--- config.mk ---
export PLATFORM = sky130hd
export DESIGN_NAME = khar_lane
export DESIGN_NICKNAME = d
export VERILOG_FILES = /design/src/hdl/assert_macros.svh /design/src/hdl/khar_pkg.sv /design/src/hdl/khar_lane.sv
export SDC_FILE = /design/constraint.sdc
export NUM_CORES = 1
export LEC_CHECK = 0
export BUFFER_PORTS_ARGS = -buffer_cell sky130_fd_sc_hd__buf_2
export CORE_MARGIN = 8
export CORE_UTILIZATION = 50
export CTS_CLUSTER_SIZE = 24
export DETAILED_ROUTE_END_ITERATION = 12
export PLACE_DENSITY = 0.72
export SLEW_MARGIN = 30
export SYNTH_ARGS = -nofsm -noshare
export SYNTH_HDL_FRONTEND = slang
export SYNTH_SLANG_ARGS = --single-unit
--- constraint.sdc ---
create_clock -name clk -period 3.9 [get_ports clk]
set_input_delay 0.39 -clock clk [delete_from_list [all_inputs] [get_ports clk]]
set_output_delay 0.39 -clock clk [all_outputs]
set_load 0.1 [all_outputs]
--- src/hdl/assert_macros.svh ---
// ---------------------------------------------------------------------------
// Assertion macros shared by the RTL.
// Define ASSERT_OFF to compile every check away.
// ---------------------------------------------------------------------------
`ifndef ASSERT_MACROS_SVH
`define ASSERT_MACROS_SVH
`ifndef ASSERT_OFF
// same-cycle implication
`define ASSERT_IMPLY(label, clk, rst, ante, cons) \
  label: assert property (@(posedge clk) disable iff (rst) (ante) |-> (cons)) \
    else $error("assertion failed");
// next-cycle implication
`define ASSERT_NEXT(label, clk, rst, ante, cons) \
  label: assert property (@(posedge clk) disable iff (rst) (ante) |=> (cons)) \
    else $error("assertion failed");
`else
`define ASSERT_IMPLY(label, clk, rst, ante, cons)
`define ASSERT_NEXT(label, clk, rst, ante, cons)
`endif
`endif

--- src/hdl/khar_pkg.sv ---
// ---------------------------------------------------------------------------
// khar_pkg
// Shared types and constants of the key hold / autorepeat block.
// ---------------------------------------------------------------------------
`timescale 1ns / 1ps

package khar_pkg;

  localparam int NUM_BUTTONS  = 32;
  localparam int BTN_BITS     = 32;
  localparam int BTN_LANES    = (NUM_BUTTONS < BTN_BITS) ? NUM_BUTTONS : BTN_BITS;
  localparam int DIR_LANES    = 4;
  localparam int CNT_W        = 16;
  localparam int STEP_W       = $clog2(CNT_W);
  localparam int AXIS_W       = 16;
  localparam int THR_W        = 15;
  localparam int CFG_W        = 16;
  localparam int IN_DATA_W    = 64;
  localparam int OUT_DATA_W   = 40;

  localparam logic [CNT_W-1:0] COUNT_MAX = {CNT_W{1'b1}};

  // register reset values
  localparam logic [CFG_W-1:0] DURATION_RST  = 16'hFFFF;
  localparam logic [CFG_W-1:0] DELAY_RST     = 16'hFFFF;
  localparam logic [CFG_W-1:0] INTERVAL_RST  = 16'h0000;
  localparam logic [THR_W-1:0] THRESHOLD_RST = 15'd3200;

  // config register indexes
  typedef enum logic [1:0] {
    REG_HOLD_DURATION   = 2'd0,
    REG_REPEAT_DELAY    = 2'd1,
    REG_REPEAT_INTERVAL = 2'd2,
    REG_AXIS_THRESHOLD  = 2'd3
  } reg_idx_t;

  // direction bit positions
  localparam int DIR_DOWN  = 0;
  localparam int DIR_LEFT  = 1;
  localparam int DIR_RIGHT = 2;
  localparam int DIR_UP    = 3;

  typedef enum logic [1:0] {
    ST_IDLE,
    ST_LOAD,
    ST_DIV,
    ST_OUT
  } seq_state_t;

  // pulse window timing, two's complement, bit 15 is the sign
  typedef struct packed {
    logic [CFG_W-1:0] duration;
    logic [CFG_W-1:0] delay;
    logic [CFG_W-1:0] interval;
  } timing_cfg_t;

  typedef struct packed {
    logic update;  // advance the hold counter with this tick's level
    logic load;    // evaluate window, seed the remainder unit
    logic step;    // one remainder bit
  } lane_ctrl_t;

endpackage

--- src/hdl/khar_lane.sv ---
// ---------------------------------------------------------------------------
// khar_lane
// One hold counter with its pulse window and bit-serial repeat phase unit.
// ---------------------------------------------------------------------------
`timescale 1ns / 1ps

module khar_lane import khar_pkg::*; (
  input  logic        clk,
  input  logic        rst,
  input  lane_ctrl_t  ctrl,
  input  timing_cfg_t tcfg,
  input  logic        held,
  output logic        pressed
);

  logic [CNT_W-1:0] count;
  logic [CNT_W-1:0] dividend;
  logic [CNT_W-1:0] rem;
  logic             decided;
  logic             fast_on;

  logic             c_zero, d_zero, d_neg, g_neg, v_neg;
  logic             c_le_d, c_le_dg;
  logic [CNT_W:0]   dg;
  logic             dec_now, on_now;
  logic [CNT_W-1:0] divisor;
  logic [CNT_W-1:0] dividend_init;
  logic [CNT_W:0]   trial;

  always_ff @(posedge clk) begin
    if (rst) begin
      count <= '0;
    end else if (ctrl.update) begin
      if (!held)                  count <= '0;
      else if (count != COUNT_MAX) count <= count + 1'b1;
    end
  end

  always_comb begin
    c_zero  = (count == '0);
    d_zero  = (tcfg.duration == '0);
    d_neg   = tcfg.duration[CFG_W-1];
    g_neg   = tcfg.delay[CFG_W-1];
    v_neg   = tcfg.interval[CFG_W-1];
    c_le_d  = (count <= tcfg.duration);
    dg      = {1'b0, tcfg.duration} + {1'b0, tcfg.delay};
    c_le_dg = ({1'b0, count} <= dg);
    dividend_init = count - dg[CNT_W-1:0] - 1'b1;
    divisor = tcfg.interval + 1'b1;
    dec_now = 1'b1;
    on_now  = 1'b0;
    priority if (c_zero || d_zero) on_now = 1'b0;
    else if (d_neg)                on_now = 1'b1;
    else if (c_le_d)               on_now = 1'b1;
    else if (g_neg)                on_now = 1'b0;
    else if (c_le_dg)              on_now = 1'b0;
    else if (v_neg)                on_now = 1'b0;
    else                           dec_now = 1'b0;  // repeat phase decides
    trial = {rem, dividend[CNT_W-1]};
  end

  // restoring remainder, one dividend bit per step
  always_ff @(posedge clk) begin
    if (ctrl.load) begin
      decided  <= dec_now;
      fast_on  <= on_now;
      dividend <= dividend_init;
      rem      <= '0;
    end else if (ctrl.step) begin
      dividend <= {dividend[CNT_W-2:0], 1'b0};
      if (trial >= {1'b0, divisor}) rem <= CNT_W'(trial - {1'b0, divisor});
      else                          rem <= trial[CNT_W-1:0];
    end
  end

  assign pressed = decided ? fast_on : (rem == '0);

endmodule

==> Word-level counts from Yosys, hierarchy flattened <==
Cells that the tools add are included.
{ "classes": {"eq_ne": 2, "n_addsub": 6, "n_mux": 9, "reduce_logical": 7, "order_cmp": 3} }
{ "ops": {"columns": ["cell", "n"], "rows": [
  ["two-way mux 16 bit", 5],
  ["logical NOT 16 bit", 3],
  ["adder 16 x 1 -> 16 bit (second input constant)", 2],
  ["subtractor 16 bit", 2],
  ["adder 16 x 16 -> 17 bit", 1],
  ["greater-or-equal comparator 17 x 16 -> 1 bit", 1],
  ["less-or-equal comparator 16 x 17 -> 1 bit", 1],
  ["less-or-equal comparator 16 bit", 1],
  ["!= test 16 bit (second input constant)", 1],
  ["subtractor 16 x 1 -> 16 bit (second input constant)", 1],
  ["OR reduction 5 bit", 1],
  ["two-way mux 1 bit", 4],
  ["!= test 2 x 1 -> 1 bit (second input constant)", 1],
  ["AND reduction 2 bit", 1],
  ["nonzero test 2 bit", 1],
  ["logical OR 1 bit", 1]
]} }
{ "totals": {"out_inout_bits": 1, "inputBits": 54, "reg_bits": 50, "wordCells": 32} }

==> Logic depth before layout (Yosys ltp) <==
{ "logic_depth": {"word_depth": 4, "ltp_mapped": 15, "depth_no_buf": 15} }

==> Worst setup path before layout <==
OpenSTA, ideal clock, no wires.
{ "synth_path": {"path_kind": "register to output", "start": "register rem[0]", "end": "output port pressed", "n_path_buf": 0, "path_stages_with_launch": 4, "setup_slack_ns": -0.259, "t_arrival_ns": 3.769, "required_time_ns": 3.510, "path_cell_list": "dfxtp_1 -> nor4_1 -> nand4_1 -> o41ai_1"} }
{ "synth_between": {"elab_chain_cells": 2} }
{ "synth_rtl": {"columns": ["element", "line_no", "rtl"], "rows": [
  ["from (decl)", "khar_lane.sv:18", "logic [CNT_W-1:0] rem;"],
  ["from (signal assigned)", "khar_lane.sv:71", "if (trial >= {1'b0, divisor}) rem <= CNT_W'(trial - {1'b0, divisor});"],
  ["from (signal assigned)", "khar_lane.sv:72", "else rem <= trial[CNT_W-1:0];"],
  ["logical NOT 16 bit", "khar_lane.sv:76", "assign pressed = decided ? fast_on : (rem == '0);"],
  ["two-way mux 1 bit", "khar_lane.sv:76", null],
  ["to (decl)", "khar_lane.sv:13", "output logic pressed"]
]} }
Every way passes these cells.

==> Worst setup path after layout <==
{ "layout_path": {"start": "input port tcfg[16] (netlist name)", "end": "register decided (data pin)"} }
{ "layout_between": {"elab_chain_cells": 3} }
{ "layout_rtl": {"columns": ["element", "line_no", "rtl"], "rows": [
  ["from (decl)", "khar_lane.sv:11", "input timing_cfg_t tcfg,"],
  ["adder 16 x 16 -> 17 bit", "khar_lane.sv:46", "dg = {1'b0, tcfg.duration} + {1'b0, tcfg.delay};"],
  ["less-or-equal comparator 16 x 17 -> 1 bit", "khar_lane.sv:47", "c_le_dg = ({1'b0, count} <= dg);"],
  ["OR reduction 5 bit (no source line)", null, null],
  ["to (signal assigned)", "khar_lane.sv:65", "decided <= dec_now;"],
  ["to (decl)", "khar_lane.sv:19", "logic decided;"]
]} }
Every way passes these cells.
A chain may end at the register's enable or synchronous reset.

==> metrics.yaml <==
status: "complete, no violations"
start_kind: "primary input"
slew_viol_final: 0
rows: 38
synth.distinct_cells: 67
cts_buffer_depth: 2
fmax_mhz: 271
vias: 5253
worstPathRequired_ns: 3.96
yosys_most_used_dff: "dfxtp_1"
finalCritPeriodShare_pct: 94.5
hold_class: "primary input to flip-flop"
critPathKind: "primary input to flip-flop"
clk_latency_ns: 0.31
max_cap_violations: 0
wl_met2_um: 6590
final_common_cell: "ha_1"
clock_skew_ns: 0.00681
grt_pass1_vias: 4885
r2r-end: "rem[14]$_SDFFE_PP0P_"
setup_violations: 0
whs_path_depth: 2
ant_nets: 0
m1WireLength_um: 7030
end_kind: "flip-flop"
p_leak_nw: 2.79
syn2layout_area_growth_pct: 13.5
remaining_drc_errors: 0
tightest_slew_ns: 0.855
layout.nets: 865
cts_tree: "yes"
syn_inst: 667
start_util_pct: 50.6
layout_common_cells: "ha_1, nor2_1, nand2_1"
maxUsedRoutingLayer: "met4"
wl_per_cell_um: 16.5
max_slew_margin_pct: 42.7
syn-cell-area_um2: 5380
syn_nets: 793
finalHoldViolations: 0
drt-initial-drc-count: 451
dp_hpwl_um: 11900
port_buffers: 54
drtPass1Iterations: 5
routed_wl_um: 14500
die-height_um: 120
yosysSeqAreaShare_pct: 21.9
synth_seq_cells: 50
cts_setup_buffers: 0
netlist.area_leader.share_pct: 16.0
rsz0062_at_grt: "false"
period_minus_slack_ns: 3.69
cts-root-buf: "clkbuf_8"
wl_met3_um: 739
avgSynthCellArea_um2: 8.07
num_antenna_cells: 0
clock_sinks: 50
numCtsBuffers: 5
die_area_um2: 14300
place_congestion: 0.980
r2r_cells: 10
r2r_slack_ns: 0.95
hp-start: "tcfg[47]"
grt_max_degree: 34
grt.overflow.total: 0
tns_ns: 0
peakVddDrop_v: 0.000158
worstReg2RegStart: "dividend[15]$_DFFE_PP_"
viasPerCell: 5.97
async_reset_ff_share_pct: 0
dp_slack_ns: -0.160
htreeDepth: 2
io_pins: 55
whs_endpoint: "fast_on$_SDFFCE_PP0P_"
layout-drive-gt1-share_pct: 14.1
clk_pin_slew_worst_paths_ns: 0.09
cts_hold_buf: 0
die_x_um: 120
cts_resized: 0
yosys.area.top_type: "ha_1"
crit_fanout: 3
setup_ws_ns: 0.213
p_per_area_nw_per_um2: 292
synth_edf_count: 18
antenna_found_initial: 0
grt_pass1_wl_um: 23900
ys_warn_count: 0
track_usage_pct: 20.0
core-area_um2: 10700
crit_arrival_ns: 3.75
synthTopCellsByArea: "ha_1, dfxtp_1, edfxtp_1"
cell type report:
class	instances	area [µm²]
Tap cell	140	175
Clock buffer	6	93.8
Timing Repair Buffer	83	488
Multi-Input combinational cell	562	4000
Inverter	37	139
Sequential cell	50	1180
Clock inverter	2	33.8
Fill cell	997	4540
worst max-delay path by stage:
stage,start,endpoint,cells past startpoint
floorplan,tcfg[16],decided$_SDFFCE_PP1P_,15
finish,tcfg[16],decided$_SDFFCE_PP1P_,16
global route,tcfg[32],decided$_SDFFCE_PP1P_,16
detailed placement,tcfg[16],decided$_SDFFCE_PP1P_,16
CTS,tcfg[16],decided$_SDFFCE_PP1P_,16
global placement,tcfg[16],decided$_SDFFCE_PP1P_,16
logic make-up (layout without fill, tap and decap cells):
logic type               after synthesis  in the layout  synth area share, %
AO/OA/AOI/OAI                        182            182                 24.0
adder cells (fa/ha/maj)               72             72                 17.2
buffers and inverters                 55            128                 4.14
multiplexers                           6              6                 1.21
flip-flops                            50             50                 21.9
XOR/XNOR                              56             56                 9.11
AND/OR/NAND/NOR                      246            246                 22.4
flip-flops by register name, summed over array words and instances, names as in the netlist:
signal / count
count: 16
dividend: 16
rem: 16
decided: 1
fast_on: 1
Yosys cell counts, drive strengths merged (4+ instances only):
master / instances
buf: 8
nand4: 12
o2111ai: 5
o31ai: 6
o21bai: 5
and3: 18
nand2b: 7
a21oi: 33
nor2: 64
dfxtp: 32
a311o: 4
nand2: 63
nor4: 11
mux2: 4
and2: 5
inv: 37
a311oi: 9
a211oi: 10
ha: 69
a31oi: 5
edfxtp: 18
nand3: 21
xor2: 32
nor2b: 6
a221o: 4
nor3: 16
a21boi: 4
clkbuf: 10
a21o: 28
o21ai: 27
o211ai: 12
xnor2: 24
or3: 6
where the power goes:
part           total, W  switching, W  internal [W]
Combinational  0.000741      0.000413      0.000328
Clock          0.000409      0.000181      0.000228
Sequential     0.000634     0.0000339      0.000600
critical path, cell delays in order:
cell,delay [ns]
buf_2,0.10
ha_1,0.22
buf_4,0.15
a211oi_2,0.24
o211ai_1,0.14
a221oi_1,0.29
buf_4,0.17
nor2_1,0.05
a211oi_1,0.26
xor2_1,0.11
ha_1,0.35
nor2_1,0.06
a21oi_1,0.12
o2111ai_1,0.12
or4_1,0.46
or4b_1,0.52
through the flow:
step	cell area (µm²)	hold slack, ns	power (W)	util (%)	instances
after floorplan	5390	0.474	0.00115	-	667
after global placement	5970	0.512	0.00135	56.1	872
after detailed placement	5970	0.513	0.00137	56.1	872
after CTS	6100	0.455	0.00179	57.3	880
after global routing	6110	0.461	0.00189	57.4	880
final	6110	0.465	0.00178	57.4	880
layer usage:
layer  GRT usage [%]  up-vias
met1            27.6     2448
met5               0        -
li1                -     2640
met3            3.05       16
met4            4.45        0
met2            32.0      149
Note: power is estimated with default switching activity, not from simulation.
