**config.mk**
```make
export PLATFORM = sky130hd
export DESIGN_NAME = khar_merge
export DESIGN_NICKNAME = d
export VERILOG_FILES = /design/src/hdl/assert_macros.svh /design/src/hdl/khar_pkg.sv /design/src/hdl/khar_merge.sv
export SDC_FILE = /design/constraint.sdc
export NUM_CORES = 1
export LEC_CHECK = 0
export BUFFER_PORTS_ARGS = -buffer_cell sky130_fd_sc_hd__clkbuf_2
export CAP_MARGIN = 0
export CORE_AREA = 5 5 57 59
export CTS_BUF_LIST = sky130_fd_sc_hd__clkbuf_4
export CTS_CLUSTER_DIAMETER = 50
export CTS_CLUSTER_SIZE = 12
export DETAILED_ROUTE_END_ITERATION = 10
export DIE_AREA = 0 0 62 64
export PLACE_DENSITY_LB_ADDON = 0.2
export RECOVER_POWER = 25
export SLEW_MARGIN = 5
export SYNTH_ARGS = -nofsm -noshare
export SYNTH_HDL_FRONTEND = slang
export SYNTH_SLANG_ARGS = --single-unit
```
**constraint.sdc**
```tcl
create_clock -name clk -period 0.8 [get_ports clk]
set_input_delay 0.08 -clock clk [delete_from_list [all_inputs] [get_ports clk]]
set_output_delay 0.08 -clock clk [all_outputs]
set_load 0.02 [all_outputs]
```
**src/hdl/assert_macros.svh**
```systemverilog
// ---------------------------------------------------------------------------
// Assertion macros shared by the RTL.
// Define ASSERT_OFF to compile every check away.
// ---------------------------------------------------------------------------
`ifndef ASSERT_MACROS_SVH
`define ASSERT_MACROS_SVH
`ifndef ASSERT_OFF
// same-cycle implication
`define ASSERT_IMPLY(label, clk, rst, ante, cons) \
  label: assert property (@(posedge clk) disable iff (rst) (ante) |-> (cons)) \
    else $error("assertion failed");
// next-cycle implication
`define ASSERT_NEXT(label, clk, rst, ante, cons) \
  label: assert property (@(posedge clk) disable iff (rst) (ante) |=> (cons)) \
    else $error("assertion failed");
`else
`define ASSERT_IMPLY(label, clk, rst, ante, cons)
`define ASSERT_NEXT(label, clk, rst, ante, cons)
`endif
`endif

```
**src/hdl/khar_pkg.sv**
```systemverilog
// ---------------------------------------------------------------------------
// khar_pkg
// Shared types and constants of the key hold / autorepeat block.
// ---------------------------------------------------------------------------
`timescale 1ns / 1ps

package khar_pkg;

  localparam int NUM_BUTTONS  = 32;
  localparam int BTN_BITS     = 32;
  localparam int BTN_LANES    = (NUM_BUTTONS < BTN_BITS) ? NUM_BUTTONS : BTN_BITS;
  localparam int DIR_LANES    = 4;
  localparam int CNT_W        = 16;
  localparam int STEP_W       = $clog2(CNT_W);
  localparam int AXIS_W       = 16;
  localparam int THR_W        = 15;
  localparam int CFG_W        = 16;
  localparam int IN_DATA_W    = 64;
  localparam int OUT_DATA_W   = 40;

  localparam logic [CNT_W-1:0] COUNT_MAX = {CNT_W{1'b1}};

  // register reset values
  localparam logic [CFG_W-1:0] DURATION_RST  = 16'hFFFF;
  localparam logic [CFG_W-1:0] DELAY_RST     = 16'hFFFF;
  localparam logic [CFG_W-1:0] INTERVAL_RST  = 16'h0000;
  localparam logic [THR_W-1:0] THRESHOLD_RST = 15'd3200;

  // config register indexes
  typedef enum logic [1:0] {
    REG_HOLD_DURATION   = 2'd0,
    REG_REPEAT_DELAY    = 2'd1,
    REG_REPEAT_INTERVAL = 2'd2,
    REG_AXIS_THRESHOLD  = 2'd3
  } reg_idx_t;

  // direction bit positions
  localparam int DIR_DOWN  = 0;
  localparam int DIR_LEFT  = 1;
  localparam int DIR_RIGHT = 2;
  localparam int DIR_UP    = 3;

  typedef enum logic [1:0] {
    ST_IDLE,
    ST_LOAD,
    ST_DIV,
    ST_OUT
  } seq_state_t;

  // pulse window timing, two's complement, bit 15 is the sign
  typedef struct packed {
    logic [CFG_W-1:0] duration;
    logic [CFG_W-1:0] delay;
    logic [CFG_W-1:0] interval;
  } timing_cfg_t;

  typedef struct packed {
    logic update;  // advance the hold counter with this tick's level
    logic load;    // evaluate window, seed the remainder unit
    logic step;    // one remainder bit
  } lane_ctrl_t;

endpackage

```
**src/hdl/khar_merge.sv**
```systemverilog
// ---------------------------------------------------------------------------
// khar_merge
// Gathers lane results into the output word register.
// ---------------------------------------------------------------------------
`timescale 1ns / 1ps

module khar_merge import khar_pkg::*; (
  input  logic                  clk,
  input  logic                  rst,
  input  logic                  capture,
  input  logic [BTN_BITS-1:0]   btn_bits,
  input  logic [DIR_LANES-1:0]  dir_bits,
  output logic                  room,
  output logic                  m_tvalid,
  input  logic                  m_tready,
  output logic [OUT_DATA_W-1:0] m_tdata
);

  localparam int PAD_W = OUT_DATA_W - BTN_BITS - DIR_LANES;

  assign room = !m_tvalid || m_tready;

  always_ff @(posedge clk) begin
    if (rst) begin
      m_tvalid <= 1'b0;
    end else if (capture) begin
      m_tvalid <= 1'b1;
    end else if (m_tready) begin
      m_tvalid <= 1'b0;
    end
  end

  always_ff @(posedge clk) begin
    if (capture) begin
      m_tdata <= {{PAD_W{1'b0}}, dir_bits, btn_bits};
    end
  end

endmodule
```
* After elaboration in Yosys (flattened, before gate mapping)
Index checks and enable logic that the tools add are counted.
Operators by class: muxes and demuxes 2, reduce and logical (&&, ||, !) cells 3
Operators with widths (count):
- 1-bit 2-to-1 mux | 2
- 2-bit nonzero test | 1
- 1-bit zero test | 1
- 1-bit logical OR | 1
Storage, ports and cells: register bits after elaboration 37, bits of input ports 40, output and inout port bits 42, word-level logic and storage cells 7

* Logic depth before layout (Yosys ltp)
Gate-level depths: netlist (run 1).
word-level depth 2, mapped depth 2, depth with buffers taken out 2

* Worst setup path after synthesis (run 1)
Ideal clock, no wire load.
path kind reg2reg, start reg m_tvalid (netlist name), end reg m_tvalid, setup time 0.066 ns, arrival time 0.707 ns, required time 0.734 ns, setup slack 0.026 ns, cell stages (with the launch flop) 3, buffers on the path 0, period minus slack after synthesis 0.774 ns, cells stage by stage dfxtp_1 nand2b_4 a21oi_2
RTL lines:
- end signal, assigned | line khar_merge.sv:25 | m_tvalid <= 1'b0;
- end signal, assigned | line khar_merge.sv:27 | m_tvalid <= 1'b1;
- end signal, assigned | line khar_merge.sv:29 | m_tvalid <= 1'b0;
- end, declared | line khar_merge.sv:14 | output logic m_tvalid,

* Worst setup path in the final report (run 1)
start reg m_tdata[32], end out m_tdata[32]
RTL lines:
- start, declared | line khar_merge.sv:16 | output logic [OUT_DATA_W-1:0] m_tdata
- start signal, assigned | line khar_merge.sv:35 | m_tdata <= {{PAD_W{1'b0}}, dir_bits, btn_bits};
No word-level cell between the ends.

==> key figures, run 1 <==
Critical path
  – WS Path Type: reg2out
  – Largest delay share family, worst path: flip-flops
  – Slowest stage delay, CP: 410 ps
  – Crit path required time: 720 ps
  – CP cell instances: buf_6
  – Slowest-stage cell, CP: edfxtp_1
  – Arr. time, crit path: 880 ps
  – Critical Path Start Type: register
  – CP Capture Type: output pin
  – Worst path bufs/invs: 1
  – Crit-path max FO: 1

Placed design
  – PortBufs: 77
  – Setup WS pre-CTS: 99.0 ps
  – Final GP Congestion: 0.634
  – Post-DP HPWL: 1.80 mm

Status
  – Status: finished with violations
  – Violated checks: negative setup slack

Power
  – Peak VDD IR: 1.57 mV
  – Leak Pwr: 0.944 nW
  – Power per cell area: 1830 nW/um^2

GRT
  – Vias in the first global route: 873
  – Antenna violations before repair: 0
  – Pin count of the biggest net entering global routing: 27
  – Grt total ovfl: 0
  – First-pass GRT wire length: 3.90 mm
  – Total GRT Usage: 0.141

Clocking
  – H-tree depth: 2
  – Clock latency on the worst-skew pair: 310 ps
  – Clock tree sinks: 37
  – Max clock buf depth: 2
  – Post-CTS setup buffer count: 0
  – Clock root cell: clkbuf_4
  – Worst-path clk slew: 100 ps
  – CTS tree: built
  – Number of buffers created by CTS: 5

Timing
  – Unrepaired setup endpoints after global routing: true
  – Final worst path period need: 957 ps
  – Setup TNS: -4980 ps
  – Final hold violation count: 0
  – Count of final max-slew check failures: 0
  – Max-slew headroom: 0.600
  – Clock Skew: 0 ps
  – Measured slew at the worst slew-check pin: 600 ps
  – WHS: 49.6 ps
  – Final WS setup: -157 ps
  – Peak Freq: 1040 MHz
  – Setup Viol. Count Final: 38
  – Crit share post-route: 1.20

Run
  – Max-cap violations: 0

Cells and area
  – ANT cells: 0
  – Commonest non-fill, non-tap cell in the layout: clkbuf_2
  – Most frequent cells in the layout: clkbuf_2, dlygate4sd3_1, edfxtp_1
  – Area Overhead vs Synth: 86.4%
  – Fillers: 154
  – Post-Route Utilization: 0.813
  – Share of cells above drive strength 1: 0.512
  – # nets final: 207

Floorplanning
  – Die footprint: 3970 um^2
  – Rows: 19
  – Num ports: 82
  – Die height: 64 um
  – Chip Width: 62 um
  – Starting Density: 0.436
  – Core area: 2660 um^2

Synth
  – Yosys warnings: 0
  – Top post-synthesis cells by area: edfxtp_1, buf_4, dfxtp_1
  – Cell Area, Synth: 1160 um^2
  – Synth cell types: 7
  – Register area share after synthesis: 0.948
  – Cell taking the most area after synthesis: edfxtp_1
  – Post-Synthesis Cells: 45
  – Yosys reg bits: 37
  – Top cell type's share of synthesized area: 0.931
  – Syn_area_per_cell: 25.8 um^2

Detailed routing
  – Drt wl/cell: 13.8 um
  – Final ANT Viol Nets: 0
  – DRC violations left: 0
  – Vias per cell: 4.20
  – Routed vias: 835
  – Routed wire length: 2.74 mm
  – Drt pass-1 iters: 2
  – 1st-iter DRT viols: 11

Worst hold path
  – Hold Crit Class: in2reg
-- where the power goes --
part | total, mW | switching [mW] | internal [mW]
registers | 2.35 | 0.0584 | 2.30
clock network | 0.848 | 0.530 | 0.318
logic | 0.766 | 0.358 | 0.408
-- synth_stat cells --
master / number
inv_1: 1
a21oi_2: 1
dfxtp_1: 1
edfxtp_1: 36
buf_4: 4
conb_1: 1
nand2b_4: 1
-- worst register-to-register path: stages (launching register included) --
cell	delay [ps]
dfxtp_2	360
nand2b_4	70
a21oi_2	120
-- per-layer routing --
layer / vias up / wire [um] / track usage
li1: 411 / - / -
met1: 368 / 862 / 0.136
met2: 51 / 1470 / 0.255
met3: 5 / 372 / 0.0483
met4: 0 / 38 / 0.0637
met5: - / 0 / 0
-- final cells by class --
type | count | area [um^2] | area share
Tap cell | 31 | 38.8 | 0.0179
Clock inverter | 3 | 12.5 | 0.00578
Timing Repair Buffer | 116 | 932 | 0.431
Inverter | 1 | 3.75 | 0.00173
Sequential cell | 37 | 1100 | 0.509
Clock buffer | 5 | 37.5 | 0.0173
Multi-Input combinational cell | 6 | 37.5 | 0.0173
-- state kept, by name, summed over array words and instances (netlist names) --
register and count:
m_tvalid 1, m_tdata 36
-- final timing paths --
kind	from	to	slack [ps]	cells past startpoint
worst min-delay path	m_tready	m_tvalid	50	3
worst min register to register	m_tvalid	m_tvalid	500	2
worst max register to register	m_tvalid	m_tvalid	190	2
worst max-delay path	m_tdata[32]	m_tdata[32]	-160	1
-- through the flow --
step	area (um^2)	total power [mW]	instances
floorplan	1170	2.62	48
global placement	1590	2.88	154
detailed placement	1590	2.89	154
CTS	2030	3.90	199
global route	2160	4.15	199
finish	2160	3.97	199
-- cells by family (layout without fill, tap and decap cells) --
family	Yosys count	count (layout)	synth area share
other	1	4	0.00323
AOI/OAI and AO/OA	1	1	0.00754
and+or+nand+nor	1	1	0.0119
buffers and inverters	5	125	0.0291
DFF	37	37	0.948
-- timing repair --
item	in CTS	in global routing
hold buffers	37	0
pin swaps	0	0
cloned	0	0
resized for setup	4	88
endpoints found under the setup margin	38	38
hold endpoints to repair	37	0
Power figures use the tool's default switching activity.
==> inputs of run 2 (changes only) <==
- PLACE_DENSITY: default -> 0.94
- PLACE_DENSITY_LB_ADDON: 0.2 -> default
==> run 2 against run 1 <==
The run still ends with negative setup slack left; die area stayed put; power is 1.5% higher; worst setup slack worse by 12 ps; wire length is 8.5% higher.
==> key figures, run 2 (synthesis results as in run 1) <==
Timing
  – Setup Viol. Count Final: 38
  – Unrepaired setup endpoints after global routing: true
  – Final hold violation count: 0
  – Final WS setup: -169 ps
  – Clock Skew: 0 ps
  – Count of final max-slew check failures: 0
  – Final worst path period need: 969 ps
  – Peak Freq: 1030 MHz
  – Crit share post-route: 1.21

Floorplanning
  – Starting Density: 0.436
  – Core area: 2660 um^2
  – Num ports: 82
  – Die height: 64 um
  – Chip Width: 62 um
  – Die footprint: 3970 um^2
  – Rows: 19

Critical path
  – RR Startpoint: m_tvalid
  – CP Capture Type: output pin
  – Worst Setup SP: m_tvalid
  – CP cell instances: nand2b_4 -> buf_8
  – R2R Setup Slk: 60 ps
  – Arr. time, crit path: 890 ps
  – Critical Path Start Type: register
  – Setup crit end: room
  – Slowest stage delay, CP: 370 ps
  – WS Path Type: reg2out
  – Slowest-stage cell, CP: dfxtp_2
  – RR Endpoint: m_tvalid
  – Crit-path max FO: 2
  – Reg2reg path depth: 3
  – Crit path required time: 720 ps

Detailed routing
  – Routed vias: 856
  – Final ANT Viol Nets: 0
  – 1st-iter DRT viols: 6
  – Vias per cell: 4.28
  – Drt wl/cell: 14.9 um
  – DRC violations left: 0
  – Routed wire length: 2.97 mm
  – Drt pass-1 iters: 3

Cells and area
  – Post-route cell area: 2200 um^2
  – ANT cells: 0
  – Most frequent cells in the layout: clkbuf_2, dlygate4sd3_1, edfxtp_1
  – # nets final: 208
  – Area Overhead vs Synth: 89.7%
  – Largest register FFs: 36
  – Layout Cells excl Fill: 200
  – Most flop-heavy register: m_tdata
  – Commonest non-fill, non-tap cell in the layout: clkbuf_2
  – Share of cells above drive strength 1: 0.521
  – Biggest regs: m_tdata x36, m_tvalid x1

Power
  – Power per cell area: 1830 nW/um^2
  – Leak Pwr: 0.961 nW
  – Total Power: 4.03 mW
  – Peak VDD IR: 1.77 mV

GRT
  – Total GRT Usage: 0.141
  – Antenna violations before repair: 0
  – Grt total ovfl: 0
  – First-pass GRT wire length: 4.06 mm
  – Pin count of the biggest net entering global routing: 21
  – Vias in the first global route: 885

Clocking
  – Worst-path clk slew: 110 ps
  – Clock tree sinks: 37
  – Max clock buf depth: 2
  – Clock root cell: clkbuf_4
  – H-tree depth: 2
  – CTS tree: built
  – Number of buffers created by CTS: 5
  – Clock latency on the worst-skew pair: 320 ps

Placed design
  – Dpl cells: 154
  – Setup WS pre-CTS: 92.2 ps
  – Final GP Congestion: 0.613
  – Dpl cell area: 1610 um^2
  – PortBufs: 77

Worst hold path
  – Hold path start: m_tready
  – Hold Crit Class: in2reg

Status
  – Violated checks: negative setup slack
  – Status: finished with violations

Run
  – Max-cap violations: 0
-- run 2: cell types whose count changed in the layout (fill, tap and decap cells not counted), sizes merged --
cell,previous run,this run
buf,38,39
-- run 2: area by class of cell --
| class | instances | area, um^2 |
|---|---|---|
| Multi-Input combinational cell | 6 | 37.5 |
| Clock buffer | 5 | 37.5 |
| Fill cell | 147 | 460 |
| Inverter | 1 | 3.75 |
| Clock inverter | 3 | 12.5 |
| Tap cell | 31 | 38.8 |
| Timing Repair Buffer | 117 | 970 |
| Sequential cell | 37 | 1100 |
-- run 2: power breakdown --
group | total (mW) | internal (mW) | switching [mW]
registers | 2.36 | 2.30 | 0.0680
clock network | 0.869 | 0.318 | 0.551
logic | 0.794 | 0.431 | 0.363
-- run 2: stage by stage --
| step | hold WS (ps) | utilization | setup TNS (ps) |
|---|---|---|---|
| CTS | -1.47 | 0.766 | -6420 |
| global route | 116 | 0.827 | -7180 |
| global placement | 242 | 0.603 | 0 |
| detailed placement | 245 | 0.603 | 0 |
| floorplan | 142 | - | 0 |
| finish | 123 | 0.827 | -5410 |
-- run 2: worst min path at each step --
stage / cells after the start / end
5_1_grt: 4 / m_tvalid
2_1_floorplan: 1 / m_tvalid
4_1_cts: 3 / m_tvalid
6_report: 4 / m_tvalid
3_5_place_dp: 2 / m_tvalid
3_3_place_gp: 2 / m_tvalid
-- run 2: routing by layer --
layer  vias up  track usage  wire length [um]
li1        410            -                 -
met1       388        0.130               819
met2        54        0.263              1750
met3         4       0.0624               386
met4         0       0.0398                19
met5         -            0                 0
-- run 2: timing repair --
action / 4_1_cts / 5_1_grt
buffers inserted: 0 / 1
hold buffers: 37 / 0
setup endpoints to repair: 38 / 38
resized for setup: 4 / 97
endpoints found under the hold margin: 37 / 0
-- run 2: critical path, delay by kind of cell, from the launching register on --
kind                   cells  cell delay [ps]
buffers and inverters      1              130
AND/OR/NAND/NOR            1               60
flip-flops                 1              370
